## src/rtl/actr_pkg.sv

```systemverilog
// shared constants for the associative tag table with replacement
`default_nettype none
package actr_pkg;

    // default number of table slots
    localparam int ENTRIES_DEF = 8;

    // age floor follows a five bit signed order
    localparam int AGE_FLOOR_BITS = 5;
    localparam int AGE_FLOOR      = -(1 << (AGE_FLOOR_BITS - 1));

    // width of the slot field in a result beat
    localparam int SLOT_OUT_W = 3;

    // key width as hashed upstream
    localparam int KEY_W = 64;

    // result beat width, padded to whole bytes
    localparam int OUT_DATA_W = 8;

    // request kinds
    localparam logic KIND_LOOKUP = 1'b0;
    localparam logic KIND_INSERT = 1'b1;

endpackage
`default_nettype wire

```

## src/rtl/actr_slot_ram.sv

```systemverilog
// key and age storage for the tag table, one write port and one registered read port
`default_nettype none
module actr_slot_ram
    import actr_pkg::*;
#(
    parameter int ENTRIES = ENTRIES_DEF,
    parameter int IDX_W   = 3,
    parameter int AGE_W   = 5
)
(
    input  wire logic                    clk,
    input  wire logic [IDX_W-1:0]        rd_addr,
    output logic      [KEY_W-1:0]        rd_key,
    output logic signed [AGE_W-1:0]      rd_age,
    input  wire logic                    wr_en,
    input  wire logic                    wr_key_en,
    input  wire logic [IDX_W-1:0]        wr_addr,
    input  wire logic [KEY_W-1:0]        wr_key,
    input  wire logic signed [AGE_W-1:0] wr_age
);

    logic        [KEY_W-1:0] key_mem [ENTRIES];
    logic signed [AGE_W-1:0] age_mem [ENTRIES];

    always_ff @(posedge clk)
    begin
        if (wr_en && wr_key_en)
        begin
            key_mem[wr_addr] <= wr_key;
        end
        if (wr_en)
        begin
            age_mem[wr_addr] <= wr_age;
        end
    end

    // read data registered, no reset
    always_ff @(posedge clk)
    begin
        rd_key <= key_mem[rd_addr];
        rd_age <= age_mem[rd_addr];
    end

endmodule
`default_nettype wire

```

## src/rtl/assoc_cache_tag_replace_unit.sv

```systemverilog
// top level of the fully associative tag table with oldest-insert replacement
// lookup: a scan from the accepted beat to the result, with an early exit on a hit
// insert: a victim scan that stops at a free slot, then an age pass
// both passes run one slot a cycle through the single read port of the slot ram
// only one request in flight; the next beat is accepted once the result has been registered
// reset clears all valid bits and the sequencer at once; keys and ages need no clearing pass
`default_nettype none
module assoc_cache_tag_replace_unit
    import actr_pkg::*;
#(
    parameter int ENTRIES = ENTRIES_DEF
)
(
    input  wire logic                  clk,
    input  wire logic                  rst_n,
    input  wire logic                  s_axis_tvalid,
    output logic                       s_axis_tready,
    input  wire logic [KEY_W-1:0]      s_axis_tdata,   // [63:0] key
    input  wire logic [0:0]            s_axis_tuser,   // [0] kind
    output logic                       m_axis_tvalid,
    input  wire logic                  m_axis_tready,
    output logic      [OUT_DATA_W-1:0] m_axis_tdata    // [0] hit, [3:1] slot, [4] evicted_valid
);

    // index and age widths follow the table size
    localparam int IDX_W   = $clog2(ENTRIES);
    localparam int AGE_REQ = $clog2(ENTRIES + 2) + 1;
    localparam int AGE_W   = (AGE_REQ > AGE_FLOOR_BITS) ? AGE_REQ : AGE_FLOOR_BITS;

    localparam logic signed [AGE_W-1:0] AGE_LO  = AGE_W'(AGE_FLOOR);
    localparam logic signed [AGE_W-1:0] AGE_TOP = AGE_W'(ENTRIES + 1);
    localparam logic signed [AGE_W-1:0] AGE_ONE = AGE_W'(1);
    localparam logic [IDX_W-1:0]        LAST    = IDX_W'(ENTRIES - 1);
    localparam logic [IDX_W:0]          ADDR_END = (IDX_W + 1)'(ENTRIES);
    localparam logic [IDX_W:0]          ADDR_ONE = (IDX_W + 1)'(1);

    // sequencer states, one-hot
    typedef enum logic [3:0]
    {
        ST_IDLE = 4'b0001,
        ST_SCAN = 4'b0010,
        ST_AGE  = 4'b0100,
        ST_RESP = 4'b1000
    } state_t;

    state_t                  state_reg,      state_next;
    logic                    kind_reg,       kind_next;
    logic [KEY_W-1:0]        key_reg,        key_next;
    logic [IDX_W:0]          addr_reg,       addr_next;     // next slot to read
    logic                    pend_reg,       pend_next;     // ram output holds a slot
    logic [IDX_W-1:0]        pend_idx_reg,   pend_idx_next; // slot on the ram output
    logic                    have_reg,       have_next;
    logic [IDX_W-1:0]        best_idx_reg,   best_idx_next;
    logic signed [AGE_W-1:0] best_age_reg,   best_age_next;
    logic [IDX_W-1:0]        res_idx_reg,    res_idx_next;  // victim on insert, match on hit
    logic                    res_hit_reg,    res_hit_next;
    logic                    res_evict_reg,  res_evict_next;
    logic [ENTRIES-1:0]      valid_reg,      valid_next;
    logic                    out_valid_reg,  out_valid_next;
    logic [OUT_DATA_W-1:0]   out_data_reg,   out_data_next;

    // slot ram ports
    logic        [KEY_W-1:0] rd_key;
    logic signed [AGE_W-1:0] rd_age;
    logic                    wr_en;
    logic                    wr_key_en;
    logic signed [AGE_W-1:0] wr_age;

    // scan helpers
    logic                    issue;
    logic                    ent_valid;
    logic                    better;
    logic [IDX_W-1:0]        cand_idx;
    logic [IDX_W+2:0]        slot_ext;

    actr_slot_ram #(
        .ENTRIES (ENTRIES),
        .IDX_W   (IDX_W),
        .AGE_W   (AGE_W)
    ) u_slot_ram (
        .clk       (clk),
        .rd_addr   (addr_reg[IDX_W-1:0]),
        .rd_key    (rd_key),
        .rd_age    (rd_age),
        .wr_en     (wr_en),
        .wr_key_en (wr_key_en),
        .wr_addr   (pend_idx_reg),
        .wr_key    (key_reg),
        .wr_age    (wr_age)
    );

    assign s_axis_tready = (state_reg == ST_IDLE);
    assign m_axis_tvalid = out_valid_reg;
    assign m_axis_tdata  = out_data_reg;

    // the shared compare unit sees one slot a cycle from the ram output
    assign issue     = (addr_reg < ADDR_END);
    assign ent_valid = valid_reg[pend_idx_reg];
    assign better    = !have_reg || (rd_age < best_age_reg);
    assign cand_idx  = better ? pend_idx_reg : best_idx_reg;

    // slot index zero-extended; the result field takes its low SLOT_OUT_W bits
    assign slot_ext  = {3'b000, res_idx_reg};

    always_comb
    begin
        state_next     = state_reg;
        kind_next      = kind_reg;
        key_next       = key_reg;
        addr_next      = addr_reg;
        pend_next      = pend_reg;
        pend_idx_next  = pend_idx_reg;
        have_next      = have_reg;
        best_idx_next  = best_idx_reg;
        best_age_next  = best_age_reg;
        res_idx_next   = res_idx_reg;
        res_hit_next   = res_hit_reg;
        res_evict_next = res_evict_reg;
        valid_next     = valid_reg;
        out_data_next  = out_data_reg;
        out_valid_next = out_valid_reg && !m_axis_tready;
        wr_en          = 1'b0;
        wr_key_en      = 1'b0;
        wr_age         = AGE_TOP;

        case (state_reg)
            ST_IDLE:
            begin
                if (s_axis_tvalid)
                begin
                    kind_next  = s_axis_tuser[0];
                    key_next   = s_axis_tdata;
                    addr_next  = '0;
                    pend_next  = 1'b0;
                    have_next  = 1'b0;
                    state_next = ST_SCAN;
                end
            end

            ST_SCAN:
            begin
                // keep the read pipe running
                if (issue)
                begin
                    pend_next     = 1'b1;
                    pend_idx_next = addr_reg[IDX_W-1:0];
                    addr_next     = addr_reg + ADDR_ONE;
                end
                else
                begin
                    pend_next = 1'b0;
                end

                if (pend_reg)
                begin
                    if (kind_reg == KIND_LOOKUP)
                    begin
                        if (ent_valid && (rd_key == key_reg))
                        begin
                            res_hit_next   = 1'b1;
                            res_idx_next   = pend_idx_reg;
                            res_evict_next = 1'b0;
                            state_next     = ST_RESP;
                        end
                        else if (pend_idx_reg == LAST)
                        begin
                            // miss reports slot zero
                            res_hit_next   = 1'b0;
                            res_idx_next   = '0;
                            res_evict_next = 1'b0;
                            state_next     = ST_RESP;
                        end
                    end
                    else
                    begin
                        if (!ent_valid)
                        begin
                            // first free slot wins
                            res_hit_next   = 1'b0;
                            res_idx_next   = pend_idx_reg;
                            res_evict_next = 1'b0;
                            addr_next      = '0;
                            pend_next      = 1'b0;
                            state_next     = ST_AGE;
                        end
                        else
                        begin
                            if (better)
                            begin
                                have_next     = 1'b1;
                                best_idx_next = pend_idx_reg;
                                best_age_next = rd_age;
                            end
                            if (pend_idx_reg == LAST)
                            begin
                                // table full, evict the oldest
                                res_hit_next   = 1'b0;
                                res_idx_next   = cand_idx;
                                res_evict_next = 1'b1;
                                addr_next      = '0;
                                pend_next      = 1'b0;
                                state_next     = ST_AGE;
                            end
                        end
                    end
                end
            end

            ST_AGE:
            begin
                if (issue)
                begin
                    pend_next     = 1'b1;
                    pend_idx_next = addr_reg[IDX_W-1:0];
                    addr_next     = addr_reg + ADDR_ONE;
                end
                else
                begin
                    pend_next = 1'b0;
                end

                if (pend_reg)
                begin
                    // read-modify-write of one age a cycle
                    wr_en = 1'b1;
                    if (pend_idx_reg == res_idx_reg)
                    begin
                        wr_key_en               = 1'b1;
                        wr_age                  = AGE_TOP;
                        valid_next[res_idx_reg] = 1'b1;
                    end
                    else if (rd_age > AGE_LO)
                    begin
                        wr_age = rd_age - AGE_ONE;
                    end
                    else
                    begin
                        wr_age = rd_age;
                    end

                    if (pend_idx_reg == LAST)
                    begin
                        state_next = ST_RESP;
                    end
                end
            end

            ST_RESP:
            begin
                // load the output register once it is free
                if (!out_valid_reg || m_axis_tready)
                begin
                    out_valid_next = 1'b1;
                    out_data_next  = {3'b000, res_evict_reg, slot_ext[SLOT_OUT_W-1:0],
                                      res_hit_reg};
                    state_next     = ST_IDLE;
                end
            end

            default:
            begin
                state_next = ST_IDLE;
            end
        endcase
    end

    // control state
    always_ff @(posedge clk or negedge rst_n)
    begin
        if (!rst_n)
        begin
            state_reg     <= ST_IDLE;
            pend_reg      <= 1'b0;
            valid_reg     <= '0;
            out_valid_reg <= 1'b0;
        end
        else
        begin
            state_reg     <= state_next;
            pend_reg      <= pend_next;
            valid_reg     <= valid_next;
            out_valid_reg <= out_valid_next;
        end
    end

    // payload and scan working registers
    always_ff @(posedge clk)
    begin
        kind_reg      <= kind_next;
        key_reg       <= key_next;
        addr_reg      <= addr_next;
        pend_idx_reg  <= pend_idx_next;
        have_reg      <= have_next;
        best_idx_reg  <= best_idx_next;
        best_age_reg  <= best_age_next;
        res_idx_reg   <= res_idx_next;
        res_hit_reg   <= res_hit_next;
        res_evict_reg <= res_evict_next;
        out_data_reg  <= out_data_next;
    end

endmodule
`default_nettype wire

```

## config.mk

```make
export PLATFORM = sky130hd
export DESIGN_NAME = assoc_cache_tag_replace_unit
export DESIGN_NICKNAME = d
export VERILOG_FILES = /design/src/rtl/actr_pkg.sv /design/src/rtl/actr_slot_ram.sv /design/src/rtl/assoc_cache_tag_replace_unit.sv
export SDC_FILE = /design/constraint.sdc
export NUM_CORES = 1
export LEC_CHECK = 0
export BUFFER_PORTS_ARGS = -buffer_cell sky130_fd_sc_hd__buf_4
export CELL_PAD_IN_SITES_DETAIL_PLACEMENT = 0
export CELL_PAD_IN_SITES_GLOBAL_PLACEMENT = 1
export CORE_AREA = 2 2 249 251
export CTS_CLUSTER_SIZE = 10
export DETAILED_ROUTE_END_ITERATION = 16
export DIE_AREA = 0 0 251 253
export PLACE_DENSITY = 0.75
export SLEW_MARGIN = 5
export SYNTH_ARGS = -nofsm -noshare
export SYNTH_HDL_FRONTEND = slang
export SYNTH_HIERARCHICAL = 1
export SYNTH_SLANG_ARGS = --single-unit
```

## constraint.sdc

```tcl
create_clock -name clk -period 15.81 [get_ports clk]
set_input_delay 1.581 -clock clk [delete_from_list [all_inputs] [get_ports clk]]
set_output_delay 1.581 -clock clk [all_outputs]
set_load 0.01 [all_outputs]
```

==> impl_metrics.csv <==
group,metric,value,unit
floorplanning,io_pins,79,
clocking,cts_buffers,83,
placed_design,post-place-cells,2082,
grt,grt_pass1_wl,78340,um
grt,gr-usage-met1,22.01,%
sta,rsz0062_at_grt,"no",
clocking,cts.sinks,726,
worst_setup_path,cp-startpoint,"state_reg[2]",
clocking,root_buffer,"clkbuf_16",
worst_setup_path,critPathCaptureType,"flip-flop",
worst_setup_path,critPathMaxFanout,38,
floorplanning,row_count,91,
clocking,cts_resized,0,
clocking,cts_max_level,3,
grt,grt_antenna_before_repair,2,
layout,fillerInstances,4817,
yosys,syn_area,27130,um2
clocking,clock_path_buffers,3,
yosys,syn_inst,1248,
yosys,synthSimpleGateAreaFrac,2.278,%
power_and_ir_drop,irDropWorstVdd,0.0001025,V
yosys,synth_mux_area_share,14.85,%
yosys,synth-compound-area-share,1.162,%
sta,finalSetupViolations,0,
layout,drive_gt1_share,29.31,%
sta,finalMaxSlewViolations,0,
sta,setup_ws,11.93,ns
drt,via_count,12085,
clocking,holdBufCountCts,0,
placed_design,dp_worst_setup_slack,11.98,ns
drt,first_pass_iters,8,
grt,grt_pass1_vias,12863,
grt,grtUsageMet2,27.33,%
run_status,status,"complete, no violations",
power_and_ir_drop,clock_power_share,33.4,%
clocking,clock_latency,0.61,ns
sta,period_needed,3.884,ns
layout,largest_reg_flops,512,
drt,viasPerCell,5.412,
placed_design,gp_congestion,0.8000,
clocking,cts_tree,"built",
drt,drc_errors,0,
grt,grt_usage,16.46,%
min_path,hp-start,"res_evict_reg",
worst_setup_path,worstPathArrival,4.11,ns
grt,grt_max_degree,57,
worst_setup_path,r2r_start,"state_reg[2]",
clocking,postCtsSetupBuffers,0,
yosys,synth_cell_types,58,
yosys,ys_warn_count,6,
yosys,synth_seq_cells,726,
grt,busiest_layer,"met2",
grt,grt_use_met3,2.837,%
yosys,synth_top_family_by_area,"multiplexers",
floorplanning,die_y,253,um
power_and_ir_drop,p_leak,0.009863,uW
power_and_ir_drop,switching_share,25.16,%
job,drv_cap,0,
floorplanning,dieArea,63500,um2
placed_design,dp_hpwl,27830,um
worst_setup_path,rrSetupSlack,11.93,ns
sta,slew_headroom,27.63,%
yosys,async_reset_ff_share,1.928,%
floorplanning,core_area,61030,um2
sta,worst_pin_slew,1.083,ns
layout,layout.nets,1452,
grt,grt_overflow,0,
power_and_ir_drop,power_frac_seq,47.8,%
layout,n_antenna_cell,0,
sta,hold_viol_final,0,
drt,drtAntennaViolNets,0,
worst_setup_path,crit_type,"reg2reg",
drt,wire_per_inst,22.78,um
layout,layout_common_cells,"edfxtp_1, mux4_2, buf_4",
power_and_ir_drop,cell_internal_pwr,3823,uW
floorplanning,die_w,251,um
sta,finalCritPeriodShare,24.57,%
yosys,avgSynthCellArea,21.74,um2
layout,layout_commonest_cell,"edfxtp_1",
min_path,hold_path.class,"reg2reg",
worst_setup_path,start_kind,"flip-flop",
worst_setup_path,cp_data_required_time,16.04,ns
sta,finalSetupTns,0,ns
yosys,synth_edf_count,643,
floorplanning,initial_core_util,44.46,%
yosys,synthAdderAreaFrac,0.2767,%
placed_design,port_buffers,75,
yosys,yosys_most_used_dff,"edfxtp_1",
layout,final_cells,2233,
sta,finClkSkew,0.01896,ns
drt,first_iter_violations,882,
power_and_ir_drop,power.switching,1285,uW
layout,syn2layout_area_growth,14.11,%
power_and_ir_drop,power_frac_comb,18.8,%
drt,routed_wl,50870,um
sta,max_freq,257.4,MHz
yosys,synth_xor_area_share,2.357,%
power_and_ir_drop,p_per_area,165.0,nW/um2
clocking,cts.clk_slew.worst_paths,0.05,ns
sta,holdWs,0.4187,ns
yosys,ys_seq_area_share,77.55,%
## path summary, 6_finish.rpt
kind                                        endpoint  cells past startpoint
max                        u_slot_ram/key_mem[5][49]                      6
min                                  m_axis_tdata[4]                      0
max reg2reg                u_slot_ram/key_mem[5][49]                      6
min reg2reg                          m_axis_tdata[4]                      0
max in group asynchronous               state_reg[0]                      1
min in group asynchronous               valid_reg[6]                      1
## critical path: stages, from the launching register on
cell and delay [ns]:
dfrtp_1 0.55, nor4b_4 0.40, nand2_1 0.19, nor2_1 0.26, nand3_1 0.39, nor2_4 0.97
buf_4 0.68
## metal layers
layer	up-vias	wire length (um)
met2	293	25340
met3	83	2251
met5	-	0
met4	0	1264
met1	6369	22020
li1	5340	-
## cells by family (layout without fill, tap and decap cells)
kind of cell | after synthesis | after routing
mux | 217 | 217
buf+inv | 71 | 264
other cells | 1 | 3
flops | 726 | 726
compound gates | 43 | 43
simple gates | 111 | 111
fa+ha+maj | 6 | 6
xor+xnor | 73 | 73
## through the flow
stage / util [%] / instance area [um2] / total power (uW)
2_1_floorplan: - / 27140 / 3234
3_3_place_gp: 46.79 / 28560 / 3441
3_5_place_dp: 46.79 / 28560 / 3463
4_1_cts: 50.73 / 30960 / 5177
5_1_grt: 50.73 / 30960 / 5327
6_report: 50.73 / 30960 / 5108
## power groups by stage
stage / sequential, uW / clock (uW) / combinational (uW)
after floorplan: 2420 / 0 / 811
after global placement: 2470 / 0 / 968
after detailed placement: 2480 / 0 / 979
after CTS: 2450 / 1750 / 983
after global routing: 2470 / 1820 / 1040
final: 2440 / 1710 / 959
## synth_stat cells (2+ instances only)
library cell	instances	share of area [%]
clkbuf_1	14	0.19
nor2_1	30	0.42
dfrtp_1	13	1.2
buf_6	15	0.62
nor4b_4	2	0.18
nor3_1	8	0.15
nand2_1	16	0.22
o41ai_1	5	0.16
nor2b_1	4	0.092
o21bai_1	2	0.055
xnor2_1	70	2.3
a21o_1	4	0.11
o31ai_1	3	0.083
buf_2	11	0.20
nor3b_1	3	0.083
mux4_2	140	12
or3b_2	2	0.065
a31o_2	3	0.097
dfxtp_1	69	5.1
a31oi_1	2	0.046
xor2_1	3	0.097
ha_1	6	0.28
o21ai_0	7	0.13
a21oi_1	4	0.074
edfxtp_1	643	71
nand2b_1	8	0.18
inv_1	18	0.25
buf_1	9	0.12
buf_4	4	0.11
nand3_1	4	0.074
and2_1	3	0.069
nand4_1	18	0.42
nor4_1	6	0.14
mux2_2	75	3.1
## area by class of cell
cell class	instances	area, um2	area share (%)
Clock buffer	147	2370	7.655
Clock inverter	4	31.28	0.1010
Inverter	18	67.56	0.2182
Multi-Input combinational cell	453	5747	18.56
Sequential cell	726	21040	67.97
Tap cell	790	988.4	3.193
Timing Repair Buffer	95	713.2	2.304
Power figures use the tool's default switching activity.
